`config.mk`:
```
export PLATFORM = sky130hd
export DESIGN_NAME = sound_source_track_table
export DESIGN_NICKNAME = d
export VERILOG_FILES = /design/src/hw/rtl/sstt_pkg.sv /design/src/hw/rtl/sstt_csr.sv /design/src/hw/rtl/sstt_mix.sv /design/src/hw/rtl/sound_source_track_table.sv
export SDC_FILE = /design/constraint.sdc
export NUM_CORES = 2
export LEC_CHECK = 0
export CAP_MARGIN = 20
export CORE_AREA = 2 2 462 464
export DETAILED_ROUTE_END_ITERATION = 12
export DIE_AREA = 0 0 464 466
export DONT_BUFFER_PORTS = 1
export PLACE_DENSITY = 0.75
export SLEW_MARGIN = 20
export SYNTH_ARGS = -nofsm -noshare
export SYNTH_HDL_FRONTEND = slang
export SYNTH_SLANG_ARGS = --single-unit
```
`constraint.sdc`:
```
create_clock -name clock -period 24.4 [get_ports clock]
set_input_delay 4.88 -clock clock [delete_from_list [all_inputs] [get_ports clock]]
set_output_delay 4.88 -clock clock [all_outputs]
set_load 0.01 [all_outputs]
```
`src/hw/rtl/sstt_pkg.sv`:
```
// Shared types and constants for the sound source track table.
// Used by the register block, the smoothing unit and the top level.
package sstt_pkg;

   localparam int SSTT_ENTRIES = 8;
   localparam int MAX_REPORT   = 8;

   localparam int REQ_DATA_W = 168;
   localparam int RSP_DATA_W = 208;
   localparam int CSR_ADDR_W = 4;

   localparam logic [15:0] ALPHA_ONE       = 16'h8000;
   localparam logic [15:0] ALPHA_RESET     = 16'd9830;
   localparam logic [31:0] PERSIST_RESET   = 32'd200000;
   localparam logic [14:0] TOLERANCE_RESET = 15'd1638;

   // Register indexes, byte address divided by four.
   typedef enum logic [1:0] {
      REG_SMOOTHING_WEIGHT = 2'd0,
      REG_EXPIRY_AGE       = 2'd1,
      REG_MATCH_TOLERANCE  = 2'd2,
      REG_UNUSED           = 2'd3
   } reg_index_type;

   // Field tag carried through the smoothing pipeline.
   typedef enum logic [1:0] {
      MIX_AZIMUTH   = 2'd0,
      MIX_ELEVATION = 2'd1,
      MIX_LEVEL     = 2'd2,
      MIX_DISTANCE  = 2'd3
   } mix_field_type;

   typedef struct packed {
      logic [15:0] smoothing_weight;
      logic [31:0] expiry_age;
      logic [14:0] match_tolerance;
   } cfg_type;

   // One row of the track memory.
   typedef struct packed {
      logic [31:0] source_id;
      logic [15:0] azimuth;
      logic [15:0] elevation;
      logic [15:0] level_db;
      logic [23:0] distance;
      logic [15:0] confidence;
      logic [15:0] frequency;
      logic [15:0] bandwidth;
      logic [47:0] seen_us;
   } row_type;

endpackage

```
`src/hw/rtl/sstt_csr.sv`:
```
// Configuration registers of the sound source track table, APB-style access.
// Depends on sstt_pkg.
module sstt_csr (
   input  logic                             clock,
   input  logic                             reset,
   input  logic                             csr_psel,
   input  logic                             csr_penable,
   input  logic                             csr_pwrite,
   input  logic [sstt_pkg::CSR_ADDR_W-1:0]  csr_paddr,
   input  logic [31:0]                      csr_pwdata,
   output logic [31:0]                      csr_prdata,
   output logic                             csr_pready,
   output sstt_pkg::cfg_type                cfg
);

   sstt_pkg::cfg_type     cfg_ff;
   sstt_pkg::reg_index_type reg_idx;
   logic                  wr_en;

   assign reg_idx    = sstt_pkg::reg_index_type'(csr_paddr[3:2]);
   assign csr_pready = 1'b1;
   assign wr_en      = csr_psel & csr_penable & csr_pwrite;
   assign cfg        = cfg_ff;

   always_ff @(posedge clock) begin
      if (reset) begin
         cfg_ff.smoothing_weight <= sstt_pkg::ALPHA_RESET;
         cfg_ff.expiry_age       <= sstt_pkg::PERSIST_RESET;
         cfg_ff.match_tolerance  <= sstt_pkg::TOLERANCE_RESET;
      end else if (wr_en) begin
         unique case (reg_idx)
            sstt_pkg::REG_SMOOTHING_WEIGHT: cfg_ff.smoothing_weight <= csr_pwdata[15:0];
            sstt_pkg::REG_EXPIRY_AGE:       cfg_ff.expiry_age       <= csr_pwdata;
            sstt_pkg::REG_MATCH_TOLERANCE:  cfg_ff.match_tolerance  <= csr_pwdata[14:0];
            default: ;
         endcase
      end
   end

   always_comb begin
      unique case (reg_idx)
         sstt_pkg::REG_SMOOTHING_WEIGHT: csr_prdata = {16'd0, cfg_ff.smoothing_weight};
         sstt_pkg::REG_EXPIRY_AGE:       csr_prdata = cfg_ff.expiry_age;
         sstt_pkg::REG_MATCH_TOLERANCE:  csr_prdata = {17'd0, cfg_ff.match_tolerance};
         default:                        csr_prdata = 32'd0;
      endcase
   end

endmodule

```
`src/hw/rtl/sstt_mix.sv`:
```
// Two-stage smoothing unit: (a*new + (1-a)*old) rounded, on offset-binary values.
// Depends on sstt_pkg for the field tag type.
module sstt_mix (
   input  logic                    clock,
   input  logic                    reset,
   input  logic                    in_vld,
   input  sstt_pkg::mix_field_type in_tag,
   input  logic [15:0]             alpha,
   input  logic [23:0]             in_new,
   input  logic [23:0]             in_old,
   output logic                    out_vld,
   output sstt_pkg::mix_field_type out_tag,
   output logic [23:0]             out_val
);

   logic                    vld_ff, out_vld_ff;
   sstt_pkg::mix_field_type tag_ff, out_tag_ff;
   logic signed [41:0]      prod_ff;
   logic [23:0]             old_ff, out_val_ff;
   logic signed [24:0]      diff;
   logic signed [42:0]      sum;

   // old*2^15 + a*(new-old) equals the convex mix, so one multiplier suffices.
   assign diff = $signed({1'b0, in_new}) - $signed({1'b0, in_old});
   assign sum  = $signed({4'd0, old_ff, 15'd0}) + 43'(prod_ff) + 43'sd16384;

   always_ff @(posedge clock) begin
      if (reset) begin
         vld_ff     <= 1'b0;
         out_vld_ff <= 1'b0;
      end else begin
         vld_ff     <= in_vld;
         out_vld_ff <= vld_ff;
      end
      tag_ff     <= in_tag;
      old_ff     <= in_old;
      prod_ff    <= 42'($signed({1'b0, alpha}) * diff);
      out_tag_ff <= tag_ff;
      out_val_ff <= sum[38:15];
   end

   assign out_vld = out_vld_ff;
   assign out_tag = out_tag_ff;
   assign out_val = out_val_ff;

endmodule

```
`src/hw/rtl/sound_source_track_table.sv`:
```
// Top level of the sound source track table: control sequencer and track memory.
// Depends on sstt_pkg, sstt_csr and sstt_mix.
//
// One detection is taken at a time. After acceptance the block reads every slot
// of the track memory once to find a matching, free, expired or oldest slot,
// and the decide state picks the slot. A matched slot then passes through the
// shared smoothing multiplier, and the write state writes the row back. The
// report start state then finds the first active entry, then each active entry
// is read and reported, up to eight results, each held until the receiver
// takes it. No new detection is accepted until the slot scan and the sequential
// report walk are done. The table needs no clearing after reset.
module sound_source_track_table #(
   parameter int ENTRIES = sstt_pkg::SSTT_ENTRIES
) (
   input  logic                             clock,
   input  logic                             reset,
   // tdata, lowest bit up: in_azimuth, in_elevation, in_level_db, in_distance,
   // in_confidence, in_frequency, in_bandwidth, in_time_us.
   input  logic                             req_tvalid,
   output logic                             req_tready,
   input  logic [sstt_pkg::REQ_DATA_W-1:0]  req_tdata,
   // tdata, lowest bit up: slot_index, source id, out_azimuth, out_elevation,
   // out_level_db, out_distance, out_confidence, out_frequency, out_bandwidth,
   // out_time_us, zero fill.
   output logic                             rsp_tvalid,
   input  logic                             rsp_tready,
   output logic [sstt_pkg::RSP_DATA_W-1:0]  rsp_tdata,
   output logic                             rsp_tlast,
   // tuser: touched_now.
   output logic                             rsp_tuser,
   input  logic                             csr_psel,
   input  logic                             csr_penable,
   input  logic                             csr_pwrite,
   input  logic [sstt_pkg::CSR_ADDR_W-1:0]  csr_paddr,
   input  logic [31:0]                      csr_pwdata,
   output logic [31:0]                      csr_prdata,
   output logic                             csr_pready
);

   localparam int IDX_W = (ENTRIES > 1) ? $clog2(ENTRIES) : 1;
   localparam int RCNT_W = $clog2(sstt_pkg::MAX_REPORT);
   localparam logic [IDX_W-1:0] LAST_IDX = IDX_W'(ENTRIES - 1);

   typedef enum logic [3:0] {
      S_IDLE, S_SCAN, S_SCAN_END, S_DECIDE, S_MIX, S_WRITE,
      S_REP_START, S_REP_RD, S_REP_LD, S_REP_WAIT
   } state_type;

   sstt_pkg::cfg_type cfg;

   sstt_csr u_csr (
      .clock       (clock),
      .reset       (reset),
      .csr_psel    (csr_psel),
      .csr_penable (csr_penable),
      .csr_pwrite  (csr_pwrite),
      .csr_paddr   (csr_paddr),
      .csr_pwdata  (csr_pwdata),
      .csr_prdata  (csr_prdata),
      .csr_pready  (csr_pready),
      .cfg         (cfg)
   );

   // Track memory and its read port.
   sstt_pkg::row_type mem [ENTRIES];
   sstt_pkg::row_type rd_row_ff, wr_row;
   logic [IDX_W-1:0]  rd_addr, rd_idx_ff;
   logic              rd_vld_ff, rd_en, wr_en;

   state_type         state_ff;
   logic [ENTRIES-1:0] active_ff;
   logic [31:0]       next_id_ff;
   sstt_pkg::row_type in_row_ff, cap_row_ff;
   logic [IDX_W-1:0]  scan_ff, slot_ff, match_idx_ff, free_idx_ff, old_idx_ff, rep_idx_ff;
   logic              match_ff, free_ff, fresh_ff, rep_last_ff;
   logic [47:0]       oldest_ff;
   logic [RCNT_W-1:0] rep_cnt_ff;
   logic [2:0]        mix_cnt_ff;
   logic [15:0]       mix_az_ff, mix_el_ff, mix_lv_ff;
   logic [23:0]       mix_dist_ff;

   logic              rsp_valid_ff, rsp_last_ff, rsp_touch_ff;
   logic [sstt_pkg::RSP_DATA_W-1:0] rsp_data_ff;

   // Scan-side comparisons on the row that just came out of memory.
   logic [16:0]       az_diff, el_diff, az_abs, el_abs;
   logic [47:0]       age;
   logic              hit, expired, slot_free, older;
   logic [15:0]       alpha;

   assign az_diff = 17'($signed(rd_row_ff.azimuth) - $signed(in_row_ff.azimuth));
   assign el_diff = 17'($signed(rd_row_ff.elevation) - $signed(in_row_ff.elevation));
   assign az_abs  = az_diff[16] ? 17'(-az_diff) : az_diff;
   assign el_abs  = el_diff[16] ? 17'(-el_diff) : el_diff;
   assign age     = in_row_ff.seen_us - rd_row_ff.seen_us;
   assign hit     = active_ff[rd_idx_ff] && (az_abs < {2'd0, cfg.match_tolerance})
                    && (el_abs < {2'd0, cfg.match_tolerance});
   assign expired   = age > {16'd0, cfg.expiry_age};
   assign slot_free = !active_ff[rd_idx_ff] || expired;
   assign older     = rd_row_ff.seen_us < oldest_ff;
   assign alpha     = (cfg.smoothing_weight > sstt_pkg::ALPHA_ONE) ? sstt_pkg::ALPHA_ONE
                                                                   : cfg.smoothing_weight;

   // Next active slot above a given one, and the first active slot, for the report walk.
   logic              nxt_found, first_found;
   logic [IDX_W-1:0]  nxt_idx, first_idx;

   always_comb begin
      nxt_found   = 1'b0;
      nxt_idx     = '0;
      first_found = 1'b0;
      first_idx   = '0;
      for (int i = ENTRIES - 1; i >= 0; i--) begin
         if (active_ff[i] && (IDX_W'(i) > rep_idx_ff)) begin
            nxt_found = 1'b1;
            nxt_idx   = IDX_W'(i);
         end
         if (active_ff[i]) begin
            first_found = 1'b1;
            first_idx   = IDX_W'(i);
         end
      end
   end

   // Smoothing unit feed.
   logic                    mix_in_vld, mix_out_vld;
   sstt_pkg::mix_field_type mix_in_tag, mix_out_tag;
   logic [23:0]             mix_new, mix_old, mix_out_val;

   assign mix_in_vld = (state_ff == S_MIX) && (mix_cnt_ff < 3'd4);
   assign mix_in_tag = sstt_pkg::mix_field_type'(mix_cnt_ff[1:0]);

   always_comb begin
      unique case (mix_in_tag)
         sstt_pkg::MIX_AZIMUTH: begin
            mix_new = {8'd0, ~in_row_ff.azimuth[15], in_row_ff.azimuth[14:0]};
            mix_old = {8'd0, ~cap_row_ff.azimuth[15], cap_row_ff.azimuth[14:0]};
         end
         sstt_pkg::MIX_ELEVATION: begin
            mix_new = {8'd0, ~in_row_ff.elevation[15], in_row_ff.elevation[14:0]};
            mix_old = {8'd0, ~cap_row_ff.elevation[15], cap_row_ff.elevation[14:0]};
         end
         sstt_pkg::MIX_LEVEL: begin
            mix_new = {8'd0, ~in_row_ff.level_db[15], in_row_ff.level_db[14:0]};
            mix_old = {8'd0, ~cap_row_ff.level_db[15], cap_row_ff.level_db[14:0]};
         end
         default: begin
            mix_new = in_row_ff.distance;
            mix_old = cap_row_ff.distance;
         end
      endcase
   end

   sstt_mix u_mix (
      .clock   (clock),
      .reset   (reset),
      .in_vld  (mix_in_vld),
      .in_tag  (mix_in_tag),
      .alpha   (alpha),
      .in_new  (mix_new),
      .in_old  (mix_old),
      .out_vld (mix_out_vld),
      .out_tag (mix_out_tag),
      .out_val (mix_out_val)
   );

   // Row written back: fresh rows take the detection and a new id, matched rows the mix.
   always_comb begin
      wr_row = in_row_ff;
      if (fresh_ff) begin
         wr_row.source_id = next_id_ff;
      end else begin
         wr_row.source_id = cap_row_ff.source_id;
         wr_row.azimuth   = mix_az_ff;
         wr_row.elevation = mix_el_ff;
         wr_row.level_db  = mix_lv_ff;
         wr_row.distance  = mix_dist_ff;
      end
   end

   assign wr_en   = (state_ff == S_WRITE);
   assign rd_en   = (state_ff == S_SCAN);
   assign rd_addr = (state_ff == S_SCAN) ? scan_ff : rep_idx_ff;

   always_ff @(posedge clock) begin
      if (wr_en) begin
         mem[slot_ff] <= wr_row;
      end
      rd_row_ff <= mem[rd_addr];
   end

   always_ff @(posedge clock) begin
      if (reset) begin
         state_ff     <= S_IDLE;
         active_ff    <= '0;
         next_id_ff   <= 32'd1;
         rd_vld_ff    <= 1'b0;
         rsp_valid_ff <= 1'b0;
      end else begin
         rd_vld_ff <= rd_en;
         rd_idx_ff <= scan_ff;
         if (mix_out_vld) begin
            unique case (mix_out_tag)
               sstt_pkg::MIX_AZIMUTH:   mix_az_ff <= {~mix_out_val[15], mix_out_val[14:0]};
               sstt_pkg::MIX_ELEVATION: mix_el_ff <= {~mix_out_val[15], mix_out_val[14:0]};
               sstt_pkg::MIX_LEVEL:     mix_lv_ff <= {~mix_out_val[15], mix_out_val[14:0]};
               default:                 mix_dist_ff <= mix_out_val;
            endcase
         end
         // Slot selection runs on each row as it arrives from memory.
         if (rd_vld_ff && (state_ff == S_SCAN || state_ff == S_SCAN_END)) begin
            if (hit && !match_ff) begin
               match_ff     <= 1'b1;
               match_idx_ff <= rd_idx_ff;
               cap_row_ff   <= rd_row_ff;
            end
            if (slot_free && !free_ff) begin
               free_ff     <= 1'b1;
               free_idx_ff <= rd_idx_ff;
            end
            if (older) begin
               oldest_ff  <= rd_row_ff.seen_us;
               old_idx_ff <= rd_idx_ff;
            end
         end
         unique case (state_ff)
            S_IDLE: begin
               if (req_tvalid) begin
                  in_row_ff.azimuth    <= req_tdata[15:0];
                  in_row_ff.elevation  <= req_tdata[31:16];
                  in_row_ff.level_db   <= req_tdata[47:32];
                  in_row_ff.distance   <= req_tdata[71:48];
                  in_row_ff.confidence <= req_tdata[87:72];
                  in_row_ff.frequency  <= req_tdata[103:88];
                  in_row_ff.bandwidth  <= req_tdata[119:104];
                  in_row_ff.seen_us    <= req_tdata[167:120];
                  in_row_ff.source_id  <= '0;
                  match_ff   <= 1'b0;
                  free_ff    <= 1'b0;
                  oldest_ff  <= '1;
                  old_idx_ff <= '0;
                  scan_ff    <= '0;
                  state_ff   <= S_SCAN;
               end
            end
            S_SCAN: begin
               if (scan_ff == LAST_IDX) begin
                  state_ff <= S_SCAN_END;
               end else begin
                  scan_ff <= scan_ff + IDX_W'(1);
               end
            end
            S_SCAN_END: begin
               state_ff <= S_DECIDE;
            end
            S_DECIDE: begin
               fresh_ff   <= !match_ff;
               mix_cnt_ff <= '0;
               if (match_ff) begin
                  slot_ff  <= match_idx_ff;
                  state_ff <= S_MIX;
               end else begin
                  slot_ff  <= free_ff ? free_idx_ff : old_idx_ff;
                  state_ff <= S_WRITE;
               end
            end
            S_MIX: begin
               mix_cnt_ff <= mix_cnt_ff + 3'd1;
               if (mix_out_vld && mix_out_tag == sstt_pkg::MIX_DISTANCE) begin
                  state_ff <= S_WRITE;
               end
            end
            S_WRITE: begin
               active_ff[slot_ff] <= 1'b1;
               if (fresh_ff) begin
                  next_id_ff <= next_id_ff + 32'd1;
               end
               state_ff <= S_REP_START;
            end
            S_REP_START: begin
               rep_idx_ff <= first_idx;
               rep_cnt_ff <= '0;
               state_ff   <= first_found ? S_REP_RD : S_IDLE;
            end
            S_REP_RD: begin
               rep_last_ff <= !nxt_found || (rep_cnt_ff == RCNT_W'(sstt_pkg::MAX_REPORT - 1));
               state_ff    <= S_REP_LD;
            end
            S_REP_LD: begin
               rsp_valid_ff <= 1'b1;
               rsp_last_ff  <= rep_last_ff;
               rsp_touch_ff <= (rep_idx_ff == slot_ff);
               rsp_data_ff  <= {5'd0, rd_row_ff.seen_us, rd_row_ff.bandwidth,
                                rd_row_ff.frequency, rd_row_ff.confidence,
                                rd_row_ff.distance, rd_row_ff.level_db,
                                rd_row_ff.elevation, rd_row_ff.azimuth,
                                rd_row_ff.source_id, 3'(rep_idx_ff)};
               state_ff     <= S_REP_WAIT;
            end
            S_REP_WAIT: begin
               if (rsp_tready) begin
                  rsp_valid_ff <= 1'b0;
                  if (rsp_last_ff) begin
                     state_ff <= S_IDLE;
                  end else begin
                     rep_idx_ff <= nxt_idx;
                     rep_cnt_ff <= rep_cnt_ff + RCNT_W'(1);
                     state_ff   <= S_REP_RD;
                  end
               end
            end
            default: state_ff <= S_IDLE;
         endcase
      end
   end

   assign req_tready = (state_ff == S_IDLE);
   assign rsp_tvalid = rsp_valid_ff;
   assign rsp_tdata  = rsp_data_ff;
   assign rsp_tlast  = rsp_last_ff;
   assign rsp_tuser  = rsp_touch_ff;

endmodule

```
# Word-level counts from Yosys, hierarchy flattened
# Memories as Yosys holds them, arrays and structs flattened. A register that Yosys moved wholly into a read port is not among the register bits.
# Cells that the tools add are included.
# word_totals
register_bits	830
ramBits	1600
wordCells	253
n_memories	1
# memory_table
name	words	word_bits	rd	rd_ports_with_merged_regs	wr	line	source
mem	8	200	1	1	1	sound_source_track_table.sv:65	sstt_pkg::row_type mem [ENTRIES];
# op_classes
addsub	12
n_mul	1
n_lt_le_gt_ge	17
eq_ne	25
mux	85
n_bitwise	12
n_reduce_logical	51
# op_table
cell	n
48-bit 2-to-1 mux	4
24-bit case mux with 3 select lines	2
32-bit case mux with 3 select lines	1
3-bit 2-to-1 mux	31
72-bit 2-to-1 mux	1
48-bit by 32-bit > comparator with 1-bit output	1
48-bit < comparator	1
48-bit subtractor	1
4-bit case mux with 10 select lines	1
39-bit by 16-bit adder with 39-bit output, second input constant	1
39-bit adder	1
17-bit by 25-bit multiplier with 39-bit output	1
17-bit by 15-bit < comparator with 1-bit output	2
17-bit 2-to-1 mux	2
17-bit negation	2
16-bit by 16-bit subtractor with 17-bit output	2
32-bit by 1-bit adder with 32-bit output, second input constant	1
32-bit 2-to-1 mux	1
1-bit 2-to-1 mux	30
24-bit by 24-bit subtractor with 25-bit output	1
3-bit case mux with 2 select lines	4
3-bit AND reduction	7
2-bit AND reduction	9
4-bit by 3-bit == test with 1-bit output, second input constant	4
33 further kinds	92

# Logic depth before layout (Yosys ltp)
# depth
depth_word	13
mapped_depth	43

# Modules after synthesis
# From an unflattened synthesis, not the netlist that was laid out.
# unflattened
cells_unflattened	7358
area_unflattened_um2	116997.2
# by_module_without_submodules
module	n_inst	cells_per_inst	area_each_um2
sound_source_track_table	1	5119	96655.2
sstt_mix	1	1914	17295.3
sstt_csr	1	325	3046.7

# Worst setup path after synthesis
# OpenSTA, ideal clock, no wires.
# synth_timing
kind	in2reg
from	input reset
to	register rsp_data_ff (netlist bit rsp_tdata[0]) (enable)
arrival_time_ns	24.389
t_required_ns	23.128
slack_ns	-1.261
stages	2
path_buffers	1
cell_sequence	buf_1 -> nor4_1
# synth_via
elab_chain_cells	2
# synth_rtl
item	line	source
start: declaration	sound_source_track_table.sv:16	input logic reset,
1-bit inverter (no source line)	--	
2-bit AND reduction (no source line)	--	
end signal: assignment	sound_source_track_table.sv:293	rsp_data_ff <= {5'd0, rd_row_ff.seen_us, rd_row_ff.bandwidth,
end: declaration	sound_source_track_table.sv:83	logic [sstt_pkg::RSP_DATA_W-1:0] rsp_data_ff;
# Every way passes these cells.
# A chain may end at the register's enable or synchronous reset.

# Worst setup path after layout
# layout_timing
from	register mix_cnt_ff[0]
to	register u_mix.prod_ff[38]
# layout_via
elab_chain_cells	4
word_cells_on_any_way	7
cone_classes	add/sub (1); mul (1); eq/ne (2); mux (2); reduce/logical (1)
# layout_rtl
item	line	source
start: declaration	sound_source_track_table.sv:78	logic [2:0] mix_cnt_ff;
start signal: assignment	sound_source_track_table.sv:268	mix_cnt_ff <= mix_cnt_ff + 3'd1;
2-bit == test, or another cell as far along	sound_source_track_table.sv:134	unique case (mix_in_tag)
24-bit case mux with 3 select lines	sound_source_track_table.sv:134	
24-bit by 24-bit subtractor with 25-bit output (*)	sstt_mix.sv:24	assign diff = $signed({1'b0, in_new}) - $signed({1'b0, in_old});
17-bit by 25-bit multiplier with 39-bit output (*)	sstt_mix.sv:37	prod_ff <= 42'($signed({1'b0, alpha}) * diff);
end signal: assignment	sstt_mix.sv:37	
end: declaration	sstt_mix.sv:18	logic signed [41:0] prod_ff;
# Every way passes the cells marked *; elsewhere a longest branch is shown, timed or not.

==> impl_results.md <==
- Router iterations before antenna repair: 7
- Final hold slack: 0.327 ns
- Status: completed
- Max clock buf depth: 4
- RSZ-0062 raised after global routing: no
- Synth area leaders: edfxtp_1 (58%), mux4_2 (7.8%), dfxtp_1 (6.7%)
- Post-synthesis adder-cell area fraction: 10.1%
- Worst setup EP type: register
- Switch Pwr: 8.12 mW
- Total of max-cap violations: 0
- Top delay family on crit path: compound AO/OA/AOI/OAI gates
- Area Growth Syn to Fin: 11.1%
- Synth Area in XOR/XNOR: 1.61%
- Post-CTS Resized: 0
- IO Port Bufs: 0
- Max-slew violation count: 0
- Buffer and inverter count on the worst path: 7
- Top_reg_cell synth: edfxtp_1
- Starting DRC count in detailed routing: 7233
- Leakage power: 46.6 nW
- Arrival time of the worst setup path: 12.97 ns
- Gate Count Post-Synth: 7361
- Crit path time final: 12.11 ns
- Commonest cells post-synth: edfxtp_1 (2228), inv_1 (702), nand2_1 (482), mux4_2 (402), nor2_1 (396)
- First-pass GRT wire length: 422000 µm
- Ys async rst share: 0%
- Drt wl/cell: 27.3 µm
- Via Count: 63800
- Mapped Area: 0.116 mm²
- CTS tree: built
- Worst-path clk slew: 0.06 ns
- VDD IR max: 0.000422 V
- Synthesis Warnings: 0
- DP Wirelength: 184000 µm
- DP Area: 0.120 mm²
- Net Sw Frac: 39.2%
- Setup TNS: 0 ns
- Routability cong.: 0.927
- Simple-gate share of the synthesized area: 5.19%
- Most used cell, CP: fa_1
- Remaining DRCs: 0
- Synth top area share: 57.8%
- Seq/Total Area, Yosys: 64.5%
- Tot GR Track Use: 26.5%
- Pwr Density: 161 mW/mm²
- Clock Skews: 0.0841 ns
- Max Freq: 0.0826 GHz
- Routed wire length: 287000 µm
- Post-route ant nets: 0
- I/O Pins: 456
- Cell with the most instances after synthesis: edfxtp_1
- Post-synthesis compound-gate area fraction: 4.21%
- Syn_area_per_cell: 15.7 µm²
- Post-synth EDFFs: 2228
- Post-route cell area: 0.129 mm²
- Final Cycle Share: 49.6%
- Die Area: 0.216 mm²
- Initial antenna violation count: 26
- Seq pwr share: 28.0%
- Postcts setup bufs: 0
- Largest family of logic cells by synthesized area: multiplexers
- Via/cell ratio: 6.07
- Critical Path Slowest Stage Cell: mux2i_1
- Crit Path Class: reg2reg
- CORE AREA: 0.211 mm²
- Slew @ Worst Pin: 1.11 ns
- Share of cells above drive strength 1: 16.9%
- Site Rows: 169
- DP Cell Count: 10000
- Power share of the clock group: 20.3%
- Post-Route Utilization: 61.0%
- Fin cells: 10500
- Final hold vios: 0
- Vias in the first global route: 64700
- WP data required: 25.26 ns
- Yosys reg bits: 2616
- Final Setup Violations: 0
- Worst slew margin: 25.4%
- Int Pwr: 12.6 mW
- Clk sink count: 2616
- Root Driver: clkbuf_16
- Worst hold path class: reg2reg
- Fraction of synthesized area in multiplexers: 11.2%
- Distinct cell type count after synthesis: 94
- Comb pwr share: 51.7%
- Max Fanout on Critical Path: 46
- Max incr delay on CP: 0.72 ns
- Initial Util: 54.8%
- Die Wd: 464 µm
- CP startpoint kind: register
- Fin nets: 8397
- # hold bufs at CTS: 0
- Htree depth: 5
- Grt ovf: 0
- Num CTS Buffers: 279
- Area leader, netlist: edfxtp_1
- Clock latency at the later pin of the worst-skew pair: 0.95 ns
- Largest net degree at the start of global routing: 162
- Die height: 466 µm
[path summary, 6_finish.rpt]
kind                                                  start                        end  slack, ns  depth (start not counted)
worst min register to register      u_mix.tag_ff[0]$_DFF_P_   u_mix.out_tag[0]$_DFF_P_       0.33                          0
worst min-delay path                u_mix.tag_ff[0]$_DFF_P_   u_mix.out_tag[0]$_DFF_P_       0.33                          0
worst max-delay path            mix_cnt_ff[0]$_SDFFCE_PN0P_  u_mix.prod_ff[38]$_DFF_P_      12.29                         36
worst max register to register  mix_cnt_ff[0]$_SDFFCE_PN0P_  u_mix.prod_ff[38]$_DFF_P_      12.29                         36
[per-layer routing]
layer,part of all wire [%],global-route usage (%),up-vias
met2,47,41.6,3182
li1,-,-,27300
met1,39,36.1,32700
met3,9.3,5.53,599
met4,4.5,11.5,12
met5,0.027,0,-
[per-stage QoR]
step	setup slack, ns	power [mW]
2_1_floorplan	7.43	13.7
6_report	12.29	20.7
4_1_cts	12.61	20.9
5_1_grt	11.77	22.4
3_5_place_dp	12.67	16.6
3_3_place_gp	12.67	16.4
[state kept, by name (all words and copies together), names as in the netlist, 24 cells and up]
name / flops
mem: 1600
rsp_tdata: 203
rd_row_ff: 200
in_row_ff: 168
cap_row_ff: 104
u_csr.cfg: 63
oldest_ff: 48
next_id_ff: 32
u_mix.prod_ff: 25
mix_dist_ff: 24
u_mix.old_ff: 24
u_mix.out_val: 24
[worst register-to-register path: cells and delay by family, from the launching register on]
kind | cells | cell delay, ns
buffers and inverters | 7 | 1.07
DFF | 1 | 0.46
adders and majority gates | 9 | 4.11
xor gates and xnor gates | 2 | 0.80
AOI/OAI and AO/OA | 14 | 4.43
and+or+nand+nor | 3 | 0.43
muxes | 1 | 0.77
[cells by family after synthesis]
family                     Yosys count
AOI/OAI and AO/OA                  754
adders and majority gates          712
buffers and inverters              997
xor gates and xnor gates           210
and+or+nand+nor                   1319
DFF                               2616
other                                2
muxes                              751
[cells in the final DEF (no fill, tap or decap), types with 29 or more instances in the layout]
master,Yosys,routed
o211ai_1,36,36
xnor2_1,138,135
nor2_1,396,389
nor2b_1,36,32
buf_4,6,110
mux4_2,402,402
and2_1,77,77
fa_1,374,374
a21oi_1,219,219
nand2b_1,59,59
inv_1,702,701
nand4_1,40,40
nand3_1,79,79
xor2_1,70,68
clkbuf_16,0,285
clkinv_1,0,30
o21a_1,33,32
edfxtp_1,2228,2228
nor3_1,46,43
dfxtp_1,388,388
a21o_1,80,80
a31oi_1,76,76
clkinv_2,0,39
nand2_1,482,481
o21ai_0,115,113
mux2i_1,42,39
ha_1,338,337
clkbuf_1,217,52
mux2_2,306,306
bufinv_16,0,29
[power by group through the flow]
stage          sequential, mW  clock [mW]  combinational [mW]
2_1_floorplan            5.64           0                8.07
3_3_place_gp             5.87           0                10.5
3_5_place_dp             5.87           0                10.7
4_1_cts                  5.78        4.28                10.9
5_1_grt                  5.80        4.45                12.2
6_report                 5.80        4.22                10.7
[area by class of cell]
cell class,count,area (µm²)
Antenna cell,15,37.5
Clock buffer,360,7640
Clock inverter,132,1480
Fill cell,14900,82500
Inverter,703,2640
Multi-Input combinational cell,3752,37700
Sequential cell,2616,74700
Tap cell,2821,3530
Timing Repair Buffer,122,1090
Note: power is estimated with default switching activity, not from simulation.
